==> src/rtl/hst_pkg.sv <==
// ----------------------------------------------------------------------------
// hst_pkg
// shared types and constants for the handle slot table
// ----------------------------------------------------------------------------
package hst_pkg;

    localparam int SLOT_COUNT_DEF = 16;
    localparam int GROUP_SIZE     = 16;
    localparam int REF_W          = 64;
    localparam int SLOT_W         = 8;
    localparam int REQ_W          = 2;

    localparam logic [REQ_W-1:0] REQ_FIND   = 2'd0;
    localparam logic [REQ_W-1:0] REQ_ADD    = 2'd1;
    localparam logic [REQ_W-1:0] REQ_DELETE = 2'd2;
    localparam logic [REQ_W-1:0] REQ_GET    = 2'd3;

    typedef enum logic {
        ST_IDLE,
        ST_EXEC
    } st_t;

endpackage

==> src/rtl/handle_slot_table.sv <==
// ----------------------------------------------------------------------------
// handle_slot_table
// per-thread object reference table with lowest-free-slot allocation
// ----------------------------------------------------------------------------
// Usage:
// A request transaction (req_type, slot_index, object_ref) enters on the
// in_valid/in_stall channel; each request yields exactly one result
// transaction (ok, slot_out, object_out) on the out_valid/out_stall channel.
// References live in a one-port synchronous RAM of SLOT_COUNT x 64 bits;
// a flop bitmap marks occupied slots, and adding a zero reference occupies no slot.
// Timing: the accept cycle reads the RAM and registers per-group lowest-free
// encodes over 16-slot groups; the execute cycle picks the first group,
// writes the RAM and bitmap and loads the output register. out_valid rises
// as the output register is loaded; a new request is not accepted until
// the previous one has executed, as in_stall stays high in the execute state.
// While a result is held by out_stall the next request may still be
// accepted, but its execute cycle waits until the output register empties.
// Reset empties the bitmap at once, so all slots read as free; RAM contents
// need no clearing.
// ----------------------------------------------------------------------------
module handle_slot_table
    import hst_pkg::*;
#(
    parameter int SLOT_COUNT = SLOT_COUNT_DEF
) (
    input  logic              clk,
    input  logic              rst_n,
    input  logic              in_valid,
    output logic              in_stall,
    input  logic [REQ_W-1:0]  req_type,
    input  logic [SLOT_W-1:0] slot_index,
    input  logic [REF_W-1:0]  object_ref,
    output logic              out_valid,
    input  logic              out_stall,
    output logic              ok,
    output logic [SLOT_W-1:0] slot_out,
    output logic [REF_W-1:0]  object_out
);

    localparam int IDX_W   = (SLOT_COUNT > 1) ? $clog2(SLOT_COUNT) : 1;
    localparam int GROUPS  = (SLOT_COUNT + GROUP_SIZE - 1) / GROUP_SIZE;
    localparam int PAD     = GROUPS * GROUP_SIZE;
    localparam int PAD_W   = $clog2(PAD);
    localparam int GROUP_W = $clog2(GROUP_SIZE);

    st_t state_reg, state_next;

    logic [SLOT_COUNT-1:0] occ_reg, occ_next;
    logic [REF_W-1:0]      mem [SLOT_COUNT];
    logic [REF_W-1:0]      rd_data_reg;

    logic [REQ_W-1:0]      req_reg;
    logic [SLOT_W-1:0]     hand_reg;
    logic [REF_W-1:0]      obj_reg;
    logic                  hand_occ_reg;
    logic [GROUPS-1:0]     grp_any_reg;
    logic [GROUP_W-1:0]    grp_low_reg [GROUPS];

    logic                  out_valid_reg;
    logic                  ok_reg;
    logic [SLOT_W-1:0]     slot_reg;
    logic [REF_W-1:0]      obj_out_reg;

    logic                  in_fire;
    logic                  exec_fire;
    logic                  in_range;
    logic                  hand_occ;
    logic [PAD-1:0]        free_pad;
    logic [GROUPS-1:0]     grp_any;
    logic [GROUP_W-1:0]    grp_low [GROUPS];

    logic                  found;
    logic [PAD_W-1:0]      free_idx;
    logic                  res_ok;
    logic [SLOT_W-1:0]     res_slot;
    logic [REF_W-1:0]      res_obj;
    logic                  mem_we;
    logic                  occ_set;
    logic                  occ_clr;

    // control: next state
    always_comb
    begin
        state_next = state_reg;
        unique case (state_reg)
            ST_IDLE:
            begin
                if (in_valid)
                begin
                    state_next = ST_EXEC;
                end
            end
            ST_EXEC:
            begin
                if (exec_fire)
                begin
                    state_next = ST_IDLE;
                end
            end
            default:
            begin
                state_next = ST_IDLE;
            end
        endcase
    end

    // control: outputs
    always_comb
    begin
        in_stall  = (state_reg != ST_IDLE);
        in_fire   = in_valid && (state_reg == ST_IDLE);
        exec_fire = (state_reg == ST_EXEC) && (!out_valid_reg || !out_stall);
    end

    // accept stage: range check and grouped lowest-free encode
    always_comb
    begin
        in_range = ({1'b0, slot_index} < (SLOT_W + 1)'(SLOT_COUNT));
        hand_occ = in_range && occ_reg[slot_index[IDX_W-1:0]];
    end

    always_comb
    begin
        free_pad = '0;
        free_pad[SLOT_COUNT-1:0] = ~occ_reg;
        for (int g = 0; g < GROUPS; g++)
        begin
            grp_any[g] = 1'b0;
            grp_low[g] = '0;
            for (int b = GROUP_SIZE - 1; b >= 0; b--)
            begin
                if (free_pad[g * GROUP_SIZE + b])
                begin
                    grp_any[g] = 1'b1;
                    grp_low[g] = GROUP_W'(b);
                end
            end
        end
    end

    // execute stage: first group with a free slot
    always_comb
    begin
        found    = 1'b0;
        free_idx = '0;
        for (int g = GROUPS - 1; g >= 0; g--)
        begin
            if (grp_any_reg[g])
            begin
                found    = 1'b1;
                free_idx = (PAD_W'(g) << GROUP_W) | PAD_W'(grp_low_reg[g]);
            end
        end
    end

    always_comb
    begin
        res_ok   = 1'b0;
        res_slot = '0;
        res_obj  = '0;
        mem_we   = 1'b0;
        occ_set  = 1'b0;
        occ_clr  = 1'b0;
        unique case (req_reg)
            REQ_FIND, REQ_ADD:
            begin
                res_ok   = found;
                res_slot = found ? SLOT_W'(free_idx) : '0;
                if ((req_reg == REQ_ADD) && found && (obj_reg != '0))
                begin
                    mem_we  = 1'b1;
                    occ_set = 1'b1;
                end
            end
            REQ_DELETE:
            begin
                res_ok   = hand_occ_reg;
                res_slot = hand_occ_reg ? hand_reg : '0;
                occ_clr  = hand_occ_reg;
            end
            REQ_GET:
            begin
                res_ok   = hand_occ_reg;
                res_slot = hand_occ_reg ? hand_reg : '0;
                res_obj  = hand_occ_reg ? rd_data_reg : '0;
            end
        endcase
    end

    always_comb
    begin
        occ_next = occ_reg;
        if (exec_fire && occ_set)
        begin
            occ_next[free_idx[IDX_W-1:0]] = 1'b1;
        end
        if (exec_fire && occ_clr)
        begin
            occ_next[hand_reg[IDX_W-1:0]] = 1'b0;
        end
    end

    // reference ram
    always_ff @(posedge clk)
    begin
        if (exec_fire && mem_we)
        begin
            mem[free_idx[IDX_W-1:0]] <= obj_reg;
        end
        if (in_fire && in_range)
        begin
            rd_data_reg <= mem[slot_index[IDX_W-1:0]];
        end
    end

    // accept stage payload
    always_ff @(posedge clk)
    begin
        if (in_fire)
        begin
            req_reg      <= req_type;
            hand_reg     <= slot_index;
            obj_reg      <= object_ref;
            hand_occ_reg <= hand_occ;
            grp_any_reg  <= grp_any;
            grp_low_reg  <= grp_low;
        end
    end

    // result payload
    always_ff @(posedge clk)
    begin
        if (exec_fire)
        begin
            ok_reg      <= res_ok;
            slot_reg    <= res_slot;
            obj_out_reg <= res_obj;
        end
    end

    always_ff @(posedge clk or negedge rst_n)
    begin
        if (!rst_n)
        begin
            state_reg     <= ST_IDLE;
            occ_reg       <= '0;
            out_valid_reg <= 1'b0;
        end
        else
        begin
            state_reg <= state_next;
            occ_reg   <= occ_next;
            if (exec_fire)
            begin
                out_valid_reg <= 1'b1;
            end
            else if (!out_stall)
            begin
                out_valid_reg <= 1'b0;
            end
        end
    end

    assign out_valid  = out_valid_reg;
    assign ok         = ok_reg;
    assign slot_out   = slot_reg;
    assign object_out = obj_out_reg;

`ifndef NO_ASSERTIONS
    a_accept_to_exec: assert property (@(posedge clk) disable iff (!rst_n)
        in_fire |=> (state_reg == ST_EXEC))
        else $error("accepted transaction did not enter execute");

    a_fail_zero: assert property (@(posedge clk) disable iff (!rst_n)
        out_valid_reg |-> (ok_reg || ((slot_reg == '0) && (obj_out_reg == '0))))
        else $error("failed result carries nonzero fields");

    a_occ_quiet: assert property (@(posedge clk) disable iff (!rst_n)
        !exec_fire |=> $stable(occ_reg))
        else $error("occupancy changed outside execute");

    a_occ_one_step: assert property (@(posedge clk) disable iff (!rst_n)
        exec_fire |=> ($countones(occ_reg ^ $past(occ_reg)) <= 1))
        else $error("more than one slot changed per request");
`endif

endmodule
==> config.mk <==
export PLATFORM = sky130hd
export DESIGN_NAME = handle_slot_table
export DESIGN_NICKNAME = d
export VERILOG_FILES = /design/src/rtl/hst_pkg.sv /design/src/rtl/handle_slot_table.sv
export SDC_FILE = /design/constraint.sdc
export NUM_CORES = 1
export LEC_CHECK = 0
export BUFFER_PORTS_ARGS = -buffer_cell sky130_fd_sc_hd__clkbuf_2
export CORE_MARGIN = 4
export CORE_UTILIZATION = 55
export CTS_BUF_LIST = sky130_fd_sc_hd__clkbuf_8
export CTS_CLUSTER_DIAMETER = 120
export DETAILED_ROUTE_END_ITERATION = 7
export PLACE_DENSITY = 0.72
export SYNTH_ARGS = -nofsm -noshare
export SYNTH_HDL_FRONTEND = slang
export SYNTH_SLANG_ARGS = --single-unit
==> constraint.sdc <==
create_clock -name clk -period 27.7 [get_ports clk]
set_input_delay 1.385 -clock clk [delete_from_list [all_inputs] [get_ports clk]]
set_output_delay 1.385 -clock clk [all_outputs]
set_load 0.05 [all_outputs]
==> impl_metrics.tcl, run 1 <==
set metrics [dict create \
    run_status "finished clean" \
    synth-edff-count 1241 \
    clockRootBuffer "sky130_fd_sc_hd__clkbuf_8" \
    crit_fanout 68 \
    max-slew-margin-rel 0.241 \
    worstPathCellList "buf_8 > buf_4 > buf_4 > mux4_2 > mux4_2" \
    post_synth_inst_count 1877 \
    die_width_um 300 \
    timing.setup.tns_ns 0 \
    worst_pin_slew_ns 1.14 \
    critical_path.startpoint_type "input pin" \
    final_critical_path_setup_slack_ns 23.34 \
    globalRoute.totalOverflow 0 \
    ctsHtreeMaxLevel 4 \
    dominant_cells_by_area_after_synthesis "sky130_fd_sc_hd__edfxtp_1, sky130_fd_sc_hd__mux4_2, sky130_fd_sc_hd__dfrtp_1" \
    synthDominantAreaCellType "sky130_fd_sc_hd__edfxtp_1" \
    grt_pass1_wl_um 150000 \
    clock_sink_count 1259 \
    final_worst_path_period_need_ns 4.36 \
    dp_hpwl_um 52700 \
    floorplan.die.height_um 300 \
    core_area_mm2 0.0840 \
    yosys_warnings 0 \
    area_growth_syn_to_fin_pct 12.5 \
    synth.yosys.seq_area_share 0.806 \
    fillCellCount 5384 \
    first_pass_iters 6 \
    end_kind "register" \
    synth_cell_types 38 \
    floorplan.initialDensity 0.557 \
    postSynthRegisterBits 1259 \
    io_pins 153 \
    cts_hold_repair.buffers 0 \
    slew_violations 0 \
    timing.final.crit_share 0.157 \
    grt_pass1_vias 22300 \
    initialDrtViolationCount 2809 \
    report.final.setup_viol 0 \
    async_reset_ff_frac 0.0143 \
    drt-vias-per-instance 6.11 \
    initial_antenna_violation_count 5 \
    timing.max_cap.violations 0 \
    totalWireLength_um 102000 \
    cts_setup_buffers 0 \
    layout-drive-gt1-share 0.339 \
    wire_per_inst_um 29.1 \
    fin_worst_skew_ns 0.0467 \
    post_synth_instance_area_mm2 0.0468 \
    syn-mean-instance-area_um2 24.9 \
    hp-class "reg2reg" \
    num_vias 21300 \
    rows 106 \
    dieArea_mm2 0.0898 \
    route.detailed.drc 0 \
    synth.top_cell.area_share 0.797 \
    cts_buffer_depth 3 \
    timing.fmax_ghz 0.229 \
    timing.final.hold_violations 0 \
    finalNetCount 2264 \
    synth.most_common_cell "sky130_fd_sc_hd__edfxtp_1" \
    cp.arrival_ns 4.93 \
    power.leakage_nw 17.0 \
    synth.net_count 1955 \
    groute.usage.overall 0.232 \
    clock_latency_ns 0.84 \
    clk_pin_slew_worst_paths_ns 0.06 \
    postCtsResizedCells 0 \
    largest_register_ffs 1024 \
    number_of_cts_inserted_buffers 190 \
    gp_routability_congestion 0.822 \
    crit_required_ns 28.27 \
    finish.utilization 0.627 \
    grt_setup_unrepaired "no" \
    critical_path.max_stage_delay_ns 0.88 \
    tritoncts "built" \
    critical_setup_path_class "in2reg" \
    dpl_worst_slack_ns 22.36 \
    worst_ir_drop_vdd_mv 0.0700 \
    synth-main-ff-cell "sky130_fd_sc_hd__edfxtp_1" \
    grt_start_max_net_pins 78 \
    post_synth_most_frequent_cells "sky130_fd_sc_hd__edfxtp_1, sky130_fd_sc_hd__mux4_2, sky130_fd_sc_hd__and2_1" \
    port_buffers 152 \
    power.density_mw_per_mm2 79.3 \
    crit_path_top_delay_cell "sky130_fd_sc_hd__buf_4" \
    postRouteAntennaNets 0 \
]
[through the flow]
stage | hold slack [ns] | total power [mW] | area (um2) | cells
4_1_cts | 0.474 | 4.21 | 52600 | 3485
2_1_floorplan | 0.489 | 2.64 | 46800 | 1877
5_1_grt | 0.504 | 4.33 | 52600 | 3487
3_3_place_gp | 0.500 | 2.77 | 49000 | 3128
6_report | 0.513 | 4.17 | 52600 | 3488
3_5_place_dp | 0.504 | 2.79 | 49000 | 3128
[critical path: cells and delay by family]
family   cells  cell delay, ns
buf+inv      3            2.20
mux          2            1.09
[final cells by class]
type | instances | area, um2 | area share
flip-flops and latches | 1259 | 37700 | 0.717
multi-input cells | 528 | 8670 | 0.165
clock buffers | 196 | 2700 | 0.0513
well taps | 1134 | 1420 | 0.0270
repair buffers | 202 | 1160 | 0.0221
clock inverters | 161 | 915 | 0.0174
inverters | 5 | 18.8 | 0.000357
diodes | 3 | 7.51 | 0.000143
[layout by cell type, fill, tap and decap left out, drive strengths merged, types with 18 or more instances in the layout]
cell	count
mux4	325
dfrtp	18
inv	76
nand2	20
clkbuf	344
clkinv	80
and2	64
buf	54
edfxtp	1241
nor4	20
[path summary, 6_finish.rpt]
path,from,to,slack [ns],cells past startpoint
min in group asynchronous,rst_n,occ_reg[13],0.54,1
hold reg to reg,rd_data_reg[19],object_out[19],0.51,1
setup reg to reg,obj_reg[46],mem[4][50],23.35,8
hold / removal,rd_data_reg[19],object_out[19],0.51,1
max in group asynchronous,rst_n,occ_reg[7],26.77,1
setup / recovery,slot_index[0],rd_data_reg[42],23.34,5
[per-layer routing]
metal	vias to the layer above	track usage	wire, um
met4	0	0.0693	2260
li1	8723	-	-
met5	-	0	0
met1	11300	0.335	40500
met3	159	0.0550	9710
met2	1142	0.360	49200
[power by group]
part	switching (mW)	total [mW]	internal, mW	leakage (nW)
logic	0.271	0.377	0.106	3.47
registers	0.109	2.37	2.26	11.5
clock network	0.700	1.42	0.721	2.09
total	1.08	4.17	3.09	17.0
[kinds of logic (layout without fill, tap and decap cells)]
| family | Yosys count | count (layout) | share of synthesized area |
|---|---|---|---|
| AO/OA/AOI/OAI | 35 | 35 | 0.00535 |
| buffers and inverters | 90 | 564 | 0.0113 |
| flip-flops | 1259 | 1259 | 0.806 |
| multiplexers | 325 | 325 | 0.156 |
| other | 0 | 3 | 0 |
| AND/OR/NAND/NOR | 168 | 168 | 0.0206 |
Note: power is estimated with default switching activity, not from simulation.
==> inputs of run 2 (changes only) <==
--- a/config.mk
+++ b/config.mk
@@ -5,6 +5,7 @@
 export SDC_FILE = /design/constraint.sdc
 export NUM_CORES = 1
 export LEC_CHECK = 0
+export ABC_AREA = 1
 export BUFFER_PORTS_ARGS = -buffer_cell sky130_fd_sc_hd__clkbuf_2
 export CORE_MARGIN = 4
 export CORE_UTILIZATION = 55
==> constraint.sdc (replaced) <==
create_clock -name clk -period 4.1 [get_ports clk]
set_input_delay 0.205 -clock clk [delete_from_list [all_inputs] [get_ports clk]]
set_output_delay 0.205 -clock clk [all_outputs]
set_load 0.05 [all_outputs]
==> impl_metrics.tcl, run 2 <==
set metrics [dict create \
    run_status "finished clean" \
    synth_cell_types 35 \
    synth_simple_gate_area_share 0.0708 \
    start_of_the_worst_register_to_register_path "obj_reg[25]" \
    synth.area.mux_share 0.000209 \
    synth_xor_area_frac 0 \
    timing.final.hold_violations 0 \
    p_sw_frac 0.268 \
    crit_fanout 42 \
    grt_pass1_wl_um 173000 \
    layout-drive-gt1-share 0.132 \
    post_synth_inst_count 3308 \
    grt_setup_unrepaired "no" \
    dp.cells 4471 \
    pwr-share-clk 0.335 \
    gp_routability_congestion 0.800 \
    path_depth 8 \
    route.detailed.drc 0 \
    tritoncts "built" \
    clock_latency_ns 0.87 \
    power.leakage_nw 18.2 \
    cp-startpoint "obj_reg[25]" \
    drt-vias-per-instance 5.98 \
    crit_path_top_delay_cell "sky130_fd_sc_hd__nor2_4" \
    dpl_worst_slack_ns 0.702 \
    grt_pass1_vias 27900 \
    synth_compound_area_frac 0.114 \
    dp_hpwl_um 55700 \
    synth.yosys.seq_area_share 0.786 \
    globalRoute.totalOverflow 0 \
    cp.arrival_ns 3.93 \
    crit_buf_inv 1 \
    reg2reg_setup_slack_ns 0.66 \
    cts_setup_buffers 0 \
    totalWireLength_um 117000 \
    syn-mean-instance-area_um2 14.5 \
    wire_per_inst_um 23.8 \
    hold_path.startpoint "object_ref[52]" \
    switching_power_mw 7.57 \
    timing.final.crit_share 0.840 \
    layout_common_cells "sky130_fd_sc_hd__edfxtp_1, sky130_fd_sc_hd__nor2_1, sky130_fd_sc_hd__o21ai_0, sky130_fd_sc_hd__o221ai_1, sky130_fd_sc_hd__clkbuf_8" \
    area_growth_syn_to_fin_pct 13.5 \
    postSynthRegisterBits 1259 \
    power.density_mw_per_mm2 519 \
    die_width_um 303 \
    report.final.setup_viol 0 \
    fin_worst_skew_ns 0.0627 \
    worst_path_dominant_cell_family "simple AND/OR/NAND/NOR gates" \
    final-instance-count-excl-fill 4893 \
    number_of_cts_inserted_buffers 188 \
    groute.usage.overall 0.252 \
    first_pass_iters 6 \
    synth-edff-count 1241 \
    clock_sink_count 1259 \
    critical_setup_path_class "reg2reg" \
    finalNetCount 3662 \
    timing.fmax_ghz 0.290 \
    max-slew-margin-rel 0.223 \
    end_kind "register" \
    post_synth_most_frequent_cells "sky130_fd_sc_hd__edfxtp_1, sky130_fd_sc_hd__nor2_1, sky130_fd_sc_hd__o21ai_0" \
    worst_pin_slew_ns 1.16 \
    postRouteAntennaNets 0 \
    core_area_mm2 0.0866 \
    final_critical_path_setup_slack_ns 0.657 \
    ctsHtreeMaxLevel 4 \
    dieArea_mm2 0.0920 \
    hp-class "in2reg" \
    floorplan.initialDensity 0.554 \
    initial_antenna_violation_count 5 \
    timing.max_cap.violations 0 \
    power_report.internal_total_mw 20.7 \
    post_synth_instance_area_mm2 0.0480 \
    final_worst_path_period_need_ns 3.44 \
    synth-main-ff-cell "sky130_fd_sc_hd__edfxtp_1" \
    timing.hold.worst_path_depth 2 \
    num_vias 29300 \
    pwr-share-comb 0.108 \
    clk_pin_slew_worst_paths_ns 0.07 \
    initialDrtViolationCount 3578 \
    cts_buffer_depth 3 \
    critical_path.max_stage_delay_ns 0.85 \
    crit_required_ns 4.59 \
    whs_endpoint "obj_reg[52]" \
    synth.net_count 3386 \
    floorplan.die.height_um 303 \
    worstPathCellList "nor2_1 > nand2_1 > nor2_1 > nand4_1 > o21a_1 > nand2_1 > nor2_4 > buf_12" \
    r2r.worst_path.cells 8 \
    synth_top_family_by_area "compound AO/OA/AOI/OAI gates" \
    async_reset_ff_frac 0.0143 \
    rows 108 \
    synth.most_common_cell "sky130_fd_sc_hd__edfxtp_1" \
    port_buffers 152 \
    yosys_warnings 0 \
    grt_start_max_net_pins 232 \
    slew_violations 0 \
    dominant_cells_by_area_after_synthesis "sky130_fd_sc_hd__edfxtp_1, sky130_fd_sc_hd__o21ai_0, sky130_fd_sc_hd__nor2_1" \
    clockRootBuffer "sky130_fd_sc_hd__clkbuf_8" \
    post_synth_fa_ha_maj_area_fraction 0 \
    synth.top_cell.area_share 0.777 \
    fillCellCount 6114 \
    fin_total_pwr_mw 28.2 \
    power.share.sequential 0.557 \
    worst_ir_drop_vdd_mv 0.377 \
    io_pins 153 \
    mostFrequentLayoutCell "sky130_fd_sc_hd__edfxtp_1" \
    critical_path.startpoint_type "register" \
    critical_path.reg2reg.endpoint "mem[1][10]" \
    synthDominantAreaCellType "sky130_fd_sc_hd__edfxtp_1" \
    largest_register_ffs 1024 \
]
==> run 2: cell count changes after synthesis, sizes merged, moves of 67 or more <==
cell / before / now
o21ai: 9 / 520
nand3: 7 / 78
o22ai: 0 / 67
mux4: 325 / 0
nand2: 20 / 118
inv: 5 / 86
clkbuf: 33 / 141
o221ai: 0 / 195
nor2: 12 / 664
==> run 2: final cells by class <==
type / instances / area (um2) / share of cell area
Tap cell: 1155 / 1450 / 0.0265
Clock buffer: 191 / 2630 / 0.0483
Inverter: 86 / 352 / 0.00646
Timing Repair Buffer: 307 / 2440 / 0.0449
Antenna cell: 5 / 12.5 / 0.000230
Clock inverter: 148 / 838 / 0.0154
Sequential cell: 1259 / 37700 / 0.693
Multi-Input combinational cell: 1742 / 9000 / 0.165
==> run 2: timing repair <==
item                                   4_1_cts  5_1_grt
hold buffers                                78        0
gates resized for setup                      0        0
endpoints found under the hold margin      104        0
==> run 2: kinds of logic (layout without fill, tap and decap cells) <==
| kind of cell | Yosys count | in the layout |
|---|---|---|
| buf+inv | 307 | 732 |
| compound gates | 871 | 871 |
| simple gates | 870 | 870 |
| other cells | 0 | 5 |
| flops | 1259 | 1259 |
| mux | 1 | 1 |
==> run 2: how the worst max path moves through the flow <==
stage	endpoint
after floorplan	grp_any_reg
after global placement	mem[1][10]
after detailed placement	mem[1][9]
after CTS	mem[1][13]
after global routing	mem[1][10]
final	mem[1][10]
==> run 2: power groups by stage <==
stage          registers [mW]  logic, mW  clock network (mW)
2_1_floorplan            16.8       1.06                   0
3_3_place_gp             16.0       2.95                   0
3_5_place_dp             16.0       2.98                   0
4_1_cts                  15.7       3.05                9.59
5_1_grt                  15.8       3.26                10.2
6_report                 15.7       3.04                9.46
==> run 2: layer usage <==
layer | track usage | vias to the layer above | wire (um)
met4 | 0.0869 | 0 | 3060
met2 | 0.395 | 1609 | 55300
met5 | 0 | - | 0
met3 | 0.0505 | 238 | 11700
li1 | - | 13100 | -
met1 | 0.358 | 14300 | 46500
==> run 2: metrics by stage <==
step                      utilization  cell area, um2  TNS (ns)  hold WS, ns
after floorplan                     -           48000   -476.13      -0.0906
after global placement          0.579           50200         0        0.209
after detailed placement        0.579           50200         0        0.194
after CTS                       0.628           54400         0      0.00410
after global routing            0.628           54400         0       0.0395
final                           0.629           54400         0       0.0779
